--- config.mk ---
export PLATFORM = sky130hd
export DESIGN_NAME = seven_segment_serial_driver_unit
export DESIGN_NICKNAME = d
export VERILOG_FILES = /design/src/rtl/core/ssd_pkg.sv /design/src/rtl/core/seven_segment_serial_driver_unit.sv /design/src/rtl/core/ssd_front.sv /design/src/rtl/core/ssd_fifo.sv /design/src/rtl/core/ssd_back.sv
export SDC_FILE = /design/constraint.sdc
export NUM_CORES = 1
export LEC_CHECK = 0
export ABC_CLOCK_PERIOD_IN_PS = 11540
export BUFFER_PORTS_ARGS = -buffer_cell sky130_fd_sc_hd__buf_2
export CAP_MARGIN = 20
export CORE_MARGIN = 5
export CORE_UTILIZATION = 50
export DETAILED_ROUTE_END_ITERATION = 8
export GPL_TIMING_DRIVEN = 0
export HOLD_SLACK_MARGIN = 0.15
export PLACE_DENSITY = 0.66
export SYNTH_ARGS = -nofsm -noshare
export SYNTH_HDL_FRONTEND = slang
export SYNTH_SLANG_ARGS = --single-unit
--- constraint.sdc ---
create_clock -name clk_i -period 11.54 [get_ports clk_i]
set_clock_uncertainty 0.1 [all_clocks]
set_input_delay 0.577 -clock clk_i [delete_from_list [all_inputs] [get_ports clk_i]]
set_output_delay 0.577 -clock clk_i [all_outputs]
set_load 0.01 [all_outputs]
--- src/rtl/core/ssd_pkg.sv ---
// shared constants, types and the segment table for the seven-segment serial driver
// used by ssd_front, ssd_fifo, ssd_back and seven_segment_serial_driver_unit
// no dependencies
package ssd_pkg;

  // number of decimal digits shown, one byte each in the frame
  localparam int unsigned DIGITS     = 4;
  localparam int unsigned VALUE_W    = 14;
  localparam int unsigned IN_DATA_W  = ((VALUE_W + 7) / 8) * 8;
  localparam int unsigned OUT_DATA_W = 8;
  localparam int unsigned FRAME_BITS = 8 * DIGITS;
  localparam int unsigned CNT_W      = $clog2(FRAME_BITS);
  localparam int unsigned DIGIT_W    = 4;

  // divide by ten as multiply by reciprocal, exact for values below 43690
  localparam int unsigned RADIX       = 10;
  localparam int unsigned DIV10_MUL   = 52429;
  localparam int unsigned DIV10_MUL_W = 16;
  localparam int unsigned DIV10_SHIFT = 19;
  localparam int unsigned PROD_W      = VALUE_W + DIV10_MUL_W;
  localparam int unsigned QUOT_W      = PROD_W - DIV10_SHIFT;

  // frame queue between front and back
  localparam int unsigned FIFO_DEPTH = 2;
  localparam int unsigned FIFO_PTR_W = $clog2(FIFO_DEPTH);
  localparam int unsigned FIFO_CNT_W = $clog2(FIFO_DEPTH + 1);

  typedef logic [FRAME_BITS-1:0] frame_t;
  typedef logic [7:0]            seg_t;

  // active-high segment codes, bit 0 is segment a, dot always clear
  function automatic seg_t seg_code(input logic [DIGIT_W-1:0] digit);
    seg_t code;
    unique case (digit)
      4'd0:    code = 8'b0011_1111;
      4'd1:    code = 8'b0000_0110;
      4'd2:    code = 8'b0101_1011;
      4'd3:    code = 8'b0100_1111;
      4'd4:    code = 8'b0110_0110;
      4'd5:    code = 8'b0110_1101;
      4'd6:    code = 8'b0111_1101;
      4'd7:    code = 8'b0000_0111;
      4'd8:    code = 8'b0111_1111;
      4'd9:    code = 8'b0110_1111;
      default: code = 8'b0000_0000;
    endcase
    return code;
  endfunction

endpackage

--- src/rtl/core/seven_segment_serial_driver_unit.sv ---
// Seven-segment serial driver: number in, serial bit stream for a chain of
// segment shift registers out.
// Slave channel: one item per number, tdata[13:0] holds the value.
// Master channel: one item per frame bit, tdata[0] is the bit, tlast marks the
// final bit of the frame.
// Each number shows its four lowest decimal digits, thousands byte first, each
// byte MSB first, active-high segments a to g in bits 0 to 6, dot clear.
// A number passes the first digit stage and three more, then the queue, then
// the shift stage, whose register drives the first bit of its frame.
// The shift stage sends one bit per cycle while the receiver is ready and so
// sets the pace of numbers; when a frame waits in the queue, it follows its
// predecessor with no gap.
// A two-frame queue parts the digit pipeline from the shifter, so numbers are
// still taken while a frame is going out. When the receiver stalls, the
// current bit holds and the pipeline fills up before s_axis_tready drops.
// Reset empties the pipeline, the queue and the shifter; no item is pending.
// depends on ssd_pkg, ssd_front, ssd_fifo, ssd_back
module seven_segment_serial_driver_unit (
  input  logic                              clk_i,
  input  logic                              rst_ni,
  input  logic                              s_axis_tvalid,
  output logic                              s_axis_tready,
  input  logic [ssd_pkg::IN_DATA_W-1:0]     s_axis_tdata,   // [13:0] value
  output logic                              m_axis_tvalid,
  input  logic                              m_axis_tready,
  output logic [ssd_pkg::OUT_DATA_W-1:0]    m_axis_tdata,   // [0] serial_bit
  output logic                              m_axis_tlast    // last_bit
);

  logic            fr_valid, fr_ready;
  ssd_pkg::frame_t fr_frame;
  logic            bk_valid, bk_ready;
  ssd_pkg::frame_t bk_frame;
  logic            ser_bit;

  // digit extraction and segment lookup
  ssd_front u_front (
    .clk_i       (clk_i),
    .rst_ni      (rst_ni),
    .in_valid_i  (s_axis_tvalid),
    .in_ready_o  (s_axis_tready),
    .in_value_i  (s_axis_tdata[ssd_pkg::VALUE_W-1:0]),
    .out_valid_o (fr_valid),
    .out_ready_i (fr_ready),
    .out_frame_o (fr_frame)
  );

  // frame queue
  ssd_fifo u_fifo (
    .clk_i       (clk_i),
    .rst_ni      (rst_ni),
    .in_valid_i  (fr_valid),
    .in_ready_o  (fr_ready),
    .in_frame_i  (fr_frame),
    .out_valid_o (bk_valid),
    .out_ready_i (bk_ready),
    .out_frame_o (bk_frame)
  );

  // serial shifter
  ssd_back u_back (
    .clk_i       (clk_i),
    .rst_ni      (rst_ni),
    .in_valid_i  (bk_valid),
    .in_ready_o  (bk_ready),
    .in_frame_i  (bk_frame),
    .out_valid_o (m_axis_tvalid),
    .out_ready_i (m_axis_tready),
    .out_bit_o   (ser_bit),
    .out_last_o  (m_axis_tlast)
  );

  assign m_axis_tdata = {{(ssd_pkg::OUT_DATA_W-1){1'b0}}, ser_bit};

endmodule

--- src/rtl/core/ssd_front.sv ---
// front part: takes numbers and peels off one decimal digit per pipeline stage
// builds the segment frame, least significant digit in the lowest byte
// depends on ssd_pkg
module ssd_front (
  input  logic                           clk_i,
  input  logic                           rst_ni,
  input  logic                           in_valid_i,
  output logic                           in_ready_o,
  input  logic [ssd_pkg::VALUE_W-1:0]    in_value_i,
  output logic                           out_valid_o,
  input  logic                           out_ready_i,
  output ssd_pkg::frame_t                out_frame_o
);

  logic [ssd_pkg::DIGITS-1:0]  vld_q, vld_d;
  logic [ssd_pkg::DIGITS:0]    rdy;
  logic [ssd_pkg::VALUE_W-1:0] num_q  [ssd_pkg::DIGITS];
  logic [ssd_pkg::VALUE_W-1:0] num_nx [ssd_pkg::DIGITS];
  ssd_pkg::frame_t             frm_q  [ssd_pkg::DIGITS];
  ssd_pkg::frame_t             frm_nx [ssd_pkg::DIGITS];

  // ready ripples back from the queue through each stage
  assign rdy[ssd_pkg::DIGITS] = out_ready_i;

  for (genvar i = 0; i < ssd_pkg::DIGITS; i++) begin : g_stage
    logic [ssd_pkg::PROD_W-1:0]  prod;
    logic [ssd_pkg::QUOT_W-1:0]  quot;
    logic [ssd_pkg::VALUE_W-1:0] rem;

    assign rdy[i] = !vld_q[i] || rdy[i+1];

    // one digit: quotient by reciprocal, remainder by back-multiply
    always_comb begin
      prod      = ssd_pkg::PROD_W'(num_q[i]) * ssd_pkg::PROD_W'(ssd_pkg::DIV10_MUL);
      quot      = prod[ssd_pkg::PROD_W-1:ssd_pkg::DIV10_SHIFT];
      rem       = num_q[i] - ssd_pkg::VALUE_W'(quot) * ssd_pkg::VALUE_W'(ssd_pkg::RADIX);
      num_nx[i] = ssd_pkg::VALUE_W'(quot);
      frm_nx[i] = frm_q[i];
      frm_nx[i][8*i +: 8] = ssd_pkg::seg_code(rem[ssd_pkg::DIGIT_W-1:0]);
    end

    // stage valid advances when the stage is free or drains
    always_comb begin
      vld_d[i] = vld_q[i];
      if (rdy[i]) begin
        if (i == 0) begin
          vld_d[i] = in_valid_i;
        end else begin
          vld_d[i] = vld_q[(i == 0) ? 0 : i-1];
        end
      end
    end

    // stage payload, loaded with the raw number at the first stage
    always_ff @(posedge clk_i) begin
      if (i == 0) begin
        if (in_valid_i && rdy[0]) begin
          num_q[i] <= in_value_i;
          frm_q[i] <= '0;
        end
      end else begin
        if (vld_q[(i == 0) ? 0 : i-1] && rdy[i]) begin
          num_q[i] <= num_nx[(i == 0) ? 0 : i-1];
          frm_q[i] <= frm_nx[(i == 0) ? 0 : i-1];
        end
      end
    end
  end

  // stage valid bits
  always_ff @(posedge clk_i or negedge rst_ni) begin
    if (!rst_ni) begin
      vld_q <= '0;
    end else begin
      vld_q <= vld_d;
    end
  end

  assign in_ready_o  = rdy[0];
  assign out_valid_o = vld_q[ssd_pkg::DIGITS-1];
  assign out_frame_o = frm_nx[ssd_pkg::DIGITS-1];

endmodule

--- src/rtl/core/ssd_fifo.sv ---
// short frame queue between the front and the back part
// depends on ssd_pkg
module ssd_fifo (
  input  logic            clk_i,
  input  logic            rst_ni,
  input  logic            in_valid_i,
  output logic            in_ready_o,
  input  ssd_pkg::frame_t in_frame_i,
  output logic            out_valid_o,
  input  logic            out_ready_i,
  output ssd_pkg::frame_t out_frame_o
);

  ssd_pkg::frame_t                 mem_q [ssd_pkg::FIFO_DEPTH];
  logic [ssd_pkg::FIFO_PTR_W-1:0]  wr_ptr_q, wr_ptr_d;
  logic [ssd_pkg::FIFO_PTR_W-1:0]  rd_ptr_q, rd_ptr_d;
  logic [ssd_pkg::FIFO_CNT_W-1:0]  cnt_q, cnt_d;
  logic                            push, pop;

  assign in_ready_o  = cnt_q != ssd_pkg::FIFO_CNT_W'(ssd_pkg::FIFO_DEPTH);
  assign out_valid_o = cnt_q != '0;
  assign out_frame_o = mem_q[rd_ptr_q];
  assign push        = in_valid_i && in_ready_o;
  assign pop         = out_valid_o && out_ready_i;

  // pointer and fill count update
  always_comb begin
    wr_ptr_d = push ? wr_ptr_q + ssd_pkg::FIFO_PTR_W'(1) : wr_ptr_q;
    rd_ptr_d = pop  ? rd_ptr_q + ssd_pkg::FIFO_PTR_W'(1) : rd_ptr_q;
    cnt_d    = cnt_q;
    if (push && !pop) begin
      cnt_d = cnt_q + ssd_pkg::FIFO_CNT_W'(1);
    end else if (pop && !push) begin
      cnt_d = cnt_q - ssd_pkg::FIFO_CNT_W'(1);
    end
  end

  always_ff @(posedge clk_i or negedge rst_ni) begin
    if (!rst_ni) begin
      wr_ptr_q <= '0;
      rd_ptr_q <= '0;
      cnt_q    <= '0;
    end else begin
      wr_ptr_q <= wr_ptr_d;
      rd_ptr_q <= rd_ptr_d;
      cnt_q    <= cnt_d;
    end
  end

  // entry storage
  always_ff @(posedge clk_i) begin
    if (push) begin
      mem_q[wr_ptr_q] <= in_frame_i;
    end
  end

endmodule

--- src/rtl/core/ssd_back.sv ---
// back part: shifts each frame out one bit per item, most significant bit first
// the shift register doubles as the output register
// depends on ssd_pkg
module ssd_back (
  input  logic            clk_i,
  input  logic            rst_ni,
  input  logic            in_valid_i,
  output logic            in_ready_o,
  input  ssd_pkg::frame_t in_frame_i,
  output logic            out_valid_o,
  input  logic            out_ready_i,
  output logic            out_bit_o,
  output logic            out_last_o
);

  ssd_pkg::frame_t           sh_q, sh_d;
  logic [ssd_pkg::CNT_W-1:0] cnt_q, cnt_d;
  logic                      vld_q, vld_d;
  logic                      is_last;
  logic                      take;

  assign is_last    = cnt_q == ssd_pkg::CNT_W'(ssd_pkg::FRAME_BITS - 1);
  assign take       = !vld_q || (out_ready_i && is_last);
  assign in_ready_o = take;

  // load a new frame when empty or when the last bit leaves, else shift while the receiver is ready
  always_comb begin
    vld_d = vld_q;
    cnt_d = cnt_q;
    sh_d  = sh_q;
    if (take) begin
      vld_d = in_valid_i;
      cnt_d = '0;
      sh_d  = in_frame_i;
    end else if (out_ready_i) begin
      cnt_d = cnt_q + ssd_pkg::CNT_W'(1);
      sh_d  = sh_q << 1;
    end
  end

  always_ff @(posedge clk_i or negedge rst_ni) begin
    if (!rst_ni) begin
      vld_q <= 1'b0;
      cnt_q <= '0;
    end else begin
      vld_q <= vld_d;
      cnt_q <= cnt_d;
    end
  end

  always_ff @(posedge clk_i) begin
    sh_q <= sh_d;
  end

  assign out_valid_o = vld_q;
  assign out_bit_o   = sh_q[ssd_pkg::FRAME_BITS-1];
  assign out_last_o  = is_last;

endmodule
=== After elaboration in Yosys (flattened, before gate mapping) ===
Memories as Yosys holds them, arrays and structs flattened.
Index checks and enable logic that the tools add are counted.

* RAM bits: 248
* Memories: 7
* Output and inout bits: 11
* ROM bits: 448
* Flip-flop bits (word level): 46
* Logic and storage cells: 76

{| class="wikitable"
|+ Memories
! name !! depth !! width !! read ports !! clocked after memory_dff !! write ports !! line !! source
|-
| u_front.frm_q || 4 || 32 || 4 || 0 || 4 || ssd_front.sv:19 || <nowiki>ssd_pkg::frame_t frm_q [ssd_pkg::DIGITS];</nowiki>
|-
| (name not given) || 16 || 7 || 1 || 0 || 0 || ssd_pkg.sv:34 || <nowiki>unique case (digit)</nowiki>
|-
| (name not given) || 16 || 7 || 1 || 0 || 0 || ssd_pkg.sv:34 ||
|-
| (name not given) || 16 || 7 || 1 || 0 || 0 || ssd_pkg.sv:34 ||
|-
| (name not given) || 16 || 7 || 1 || 0 || 0 || ssd_pkg.sv:34 ||
|-
| u_fifo.mem_q || 2 || 32 || 1 || 0 || 1 || ssd_fifo.sv:14 || <nowiki>ssd_pkg::frame_t mem_q [ssd_pkg::FIFO_DEPTH];</nowiki>
|-
| 1 more memories || n/a || n/a || n/a || n/a || n/a || n/a ||
|}

* $mul: 8
* Muxes and demuxes: 16
* Eq/ne operators: 2
* Reduce and logical (&&, ||, !) cells: 24
* Add/subtract/negate cells: 9

{| class="wikitable"
|+ Operator list
! operator !! count
|-
| multiplier 14 x 16 -> 30 bit (second input constant) || 4
|-
| 2-to-1 mux 32 bit || 2
|-
| multiplier 11 x 3 -> 3 bit (second input constant) || 4
|-
| subtractor 4 bit || 4
|-
| 2-to-1 mux 1 bit || 10
|-
| 2-to-1 mux 5 bit || 2
|-
| logical AND 1 bit || 9
|-
| logical NOT 1 bit || 7
|-
| nonzero test 2 bit || 3
|-
| adder 5 x 1 -> 5 bit (second input constant) || 1
|-
| equality test 5 bit (second input constant) || 1
|-
| logical OR 1 bit || 5
|-
| 2-to-1 mux 2 bit || 2
|-
| adder 1 bit (second input constant) || 2
|-
| adder 2 x 1 -> 2 bit (second input constant) || 1
|-
| != test 2 bit (second input constant) || 1
|-
| subtractor 2 x 1 -> 2 bit (second input constant) || 1
|}

=== Logic depth before layout (Yosys ltp) ===
* Depth in word-level cells: 8
* Depth in mapped cells: 30
* Mapped depth without buffers: 28

=== By module ===
Synthesis repeated with hierarchy kept, for this count alone.

* Cell total of the unflattened synthesis: 1,554
* Area total of the unflattened synthesis: 18,634.1 µm²

{| class="wikitable"
|+ Modules (own cells, without submodules)
! module !! seq. area each (µm²) !! instances !! cells each !! area an instance (µm²)
|-
| ssd_front || 2,682.6 || 1 || 1,327 || 14,092.3
|-
| ssd_fifo || 2,021.9 || 1 || 118 || 2,658.8
|-
| ssd_back || 1,111.1 || 1 || 100 || 1,819.2
|-
| seven_segment_serial_driver_unit || 0.0 || 1 || 9 || 63.8
|}

=== Least setup slack after synthesis ===
No wires, ideal clock.

* Path type: register to register
* Start point: mem u_front.num_q[3][3] (netlist name)
* End point: mem u_fifo.mem_q[0][24] (netlist name), data pin
* Arrival time: 7,027 ps
* Clock period less this slack: 7,275 ps
* Data required time: 11,292 ps
* Library setup time: 148 ps
* Buffers on the path: 2
* Setup slack: 4,265 ps
* Stages on the path, launching flop included: 30
* Cell sequence: edfxtp_1 -> inv_1 -> ha_1 -> inv_1 -> ha_1 -> fa_1 -> fa_1 -> inv_1 -> fa_1 -> inv_1 -> fa_1 -> ha_1 -> a211o_1 -> a211oi_2 -> o21ai_1 -> o211a_2 -> or2_0 -> buf_2 -> xor2_1 -> ha_1 -> fa_1 -> xor2_1 -> xnor2_1 -> xor2_1 -> nor4_1 -> a211o_1 -> or4b_1 -> buf_6 -> mux2_4 -> o21ai_2

{| class="wikitable"
|+ RTL lines
! item !! line !! source
|-
| start: declaration || ssd_front.sv:17 || <nowiki>logic [ssd_pkg::VALUE_W-1:0] num_q [ssd_pkg::DIGITS];</nowiki>
|-
| end: declaration || ssd_fifo.sv:14 ||
|}

==> run metrics <==
RSZ-0062 raised after global routing=false; Mapped Area=17,110 sq um; clock slew at reported path FFs=~80 ps; r2r startpoint=u_front.num_q[3][3]$_DFFE_PP_; CTS buffer count=17; Arrival @ worst endpoint=just over 8000 ps; Max H-tree Level=4; dpl ws=~3600 ps; period utilization=between 60% and 70%; Chip Height=just under 200 microns; fmax=approximately 130 MHz; HPWL after DPL=between 20 and 25 mm; most frequent cells in the layout=349 x ha_1, 293 x inv_1, 174 x edfxtp_1; Startpoint Class=flop; CTS tree=yes; ANT cells=0; Clock Latency Late Sink=about 440 ps; Crit path required time=roughly 12,000 ps; wire length per cell=about 14 microns; max_cap viols=0; number of synthesized register bits=about 190; Mean Syn Cell Area=around 12 sq um; GRT Total Usage=between 15 and 20%; hold_ws=between 200 and 250 ps; number of nets in the final layout=roughly 2,000; EDFF count, synth=~170; Hold Vio Cnt, Final=0; number of setup buffers added after CTS=0; Post-Syn Instances=between 1,000 and 1,500; post-route ant nets=0; CP max-delay cell=fa_1; Crit path top cell by count=fa_1; drt drc=0; most common cell after layout, fill and taps aside=ha_1; gpl congestion=about 0.85; clk buf depth=2; Primary FF master, synth=edfxtp_1; Worst setup EP type=flop; length of routed met3 wiring=499 microns; crit path from=u_front.num_q[3][3]$_DFFE_PP_; DR iter-0 viols=around 350; max layer used=met4; CTS root buf=clkbuf_16; CTS sink count=188; status=finished, final reports clean; routed wl met2=about 14 mm; Setup Viol. Count Final=0; I/O pins=31; first-pass GRT wire length=49.54 mm; Worst Hold Launch=s_axis_tdata[7]; Final TNS setup=0 ps; Finished Core Util=a little over half; Cell Rows=67; router iterations before antenna repair=4; vias in the first global route=~11,000; async set or reset register ratio after synthesis=between 7 and 8%; worst-path fanout max=10; initial core utilization=50.78%; M1 wire length=13.68 mm; worst slew pin tran=about 880 ps; Rel. slew slack=between 40% and 50%; Die W=between 150 and 200 microns; Final Worst Setup Slack=roughly 3600 ps; min Tclk post-route=roughly 8000 ps; I/O Buffers=21; antenna violations before repair=0; post-CTS resize count=0; synth unique cells=66; Seq/Total Area, Yosys=between 30% and 40%; DR vias=9,921; critical path type=reg2reg; vias per inst=roughly 5.0; final wirelength=about 28 mm; gr ovfl total=0; largest net degree at the start of global routing=35; Slew Limit Fails=0; synth-to-layout area growth=7.662%; CORE AREA=approximately 34,000 sq um; Hold Crit Class=in2reg; die area=between 30,000 and 40,000 sq um; share of post-route cells with drive strength above 1=~5.4%; Max stage delay on crit path=~520 ps; warnings from Yosys=0
==> routing by layer <==
metal / up-vias / GRT usage, %
met5: - / 0
met4: 0 / 2.767
met3: 13 / 2.309
met2: 79 / 27.30
met1: 4796 / 21.05
li1: 5033 / -
==> timing repair <==
| action | CTS | global route |
|---|---|---|
| hold buffers | 1 | 0 |
| setup endpoints to repair | 0 | 0 |
| hold endpoints to repair | 14 | 0 |
==> synth_stat cells (all sizes together), types with 7 or more instances <==
library cell  instances  area (sq um)
or2                   7         43.80
nand3                10         50.05
o22ai                 9         56.30
xor2                 21         183.9
nand4                 7         43.79
nor3                 13         65.06
a21o                 11         82.58
nor2b                15         93.84
edfxtp              174          5225
clkbuf               10         37.54
fa                  150          3003
dfrtp                14         350.3
o21a                  9         67.56
o21ai                54         277.8
xnor2                37         339.1
nand2b               11         76.32
nor2                 41         153.9
inv                 293          1100
ha                  349          4367
nand2                64         240.2
and3                  8         50.05
and2                  7         43.79
a21oi                35         175.2
buf                  12         83.83
mux2i                35         350.3
==> layout make-up <==
cell class | count | area (sq um)
clock buffer | 17 | 425.4
tap | 448 | 560.5
inverter | 293 | 1100
clock inverter | 14 | 130.1
multi-input combinational | 962 | 10350
fill | 2858 | 15270
timing repair buffer | 25 | 160.2
buffer | 22 | 121.4
sequential | 188 | 5575
==> per-stage QoR <==
stage	area, sq um	cells
after CTS	18410	1968
after detailed placement	17840	1936
after floorplan	17140	1465
after global placement	17800	1934
final	18430	1969
after global routing	18430	1969
==> sequential cells by signal, summed over array words and instances (netlist names) <==
signal,count
u_fifo.wr_ptr_q,1
u_front.vld_q,4
u_fifo.rd_ptr_q,1
u_back.sh_q,32
u_front.num_q,44
u_front.frm_q,42
u_back.out_valid_o,1
u_fifo.mem_q,56
u_back.cnt_q,5
u_fifo.cnt_q,2
==> critical path: cells and delay by family, from the launching register on <==
family	cells	cell delay [ps]
adder cells (fa/ha/maj)	9	3320
AO/OA/AOI/OAI	6	1340
XOR/XNOR	4	1000
AND/OR/NAND/NOR	4	990
buffers and inverters	6	550
flip-flops	1	450
==> logic make-up after synthesis <==
family	synth area share, %
other	0.02191
AND/OR/NAND/NOR	5.725
adder cells (fa/ha/maj)	43.06
multiplexers	2.201
flip-flops	32.58
AO/OA/AOI/OAI	5.958
XOR/XNOR	3.319
buffers and inverters	7.136
==> final timing paths <==
check / to / slack (ps) / cells past startpoint
worst min register to register: u_front.frm_q[2][5]$_DFFE_PP_ / 310 / 0
worst max register to register: u_fifo.mem_q[1][30]$_DFFE_PP_ / 3570 / 29
min in group asynchronous: u_fifo.cnt_q[1]$_DFFE_PN0P_ / 470 / 2
max in group asynchronous: u_front.vld_q[1]$_DFFE_PN0P_ / 10610 / 2
worst min-delay path: u_front.num_q[0][7]$_DFFE_PP_ / 200 / 1
worst max-delay path: u_fifo.mem_q[1][30]$_DFFE_PP_ / 3570 / 29
Power is not shown: default switching activity piles up to over one toggle a cycle in this logic, so the estimate is an artifact.
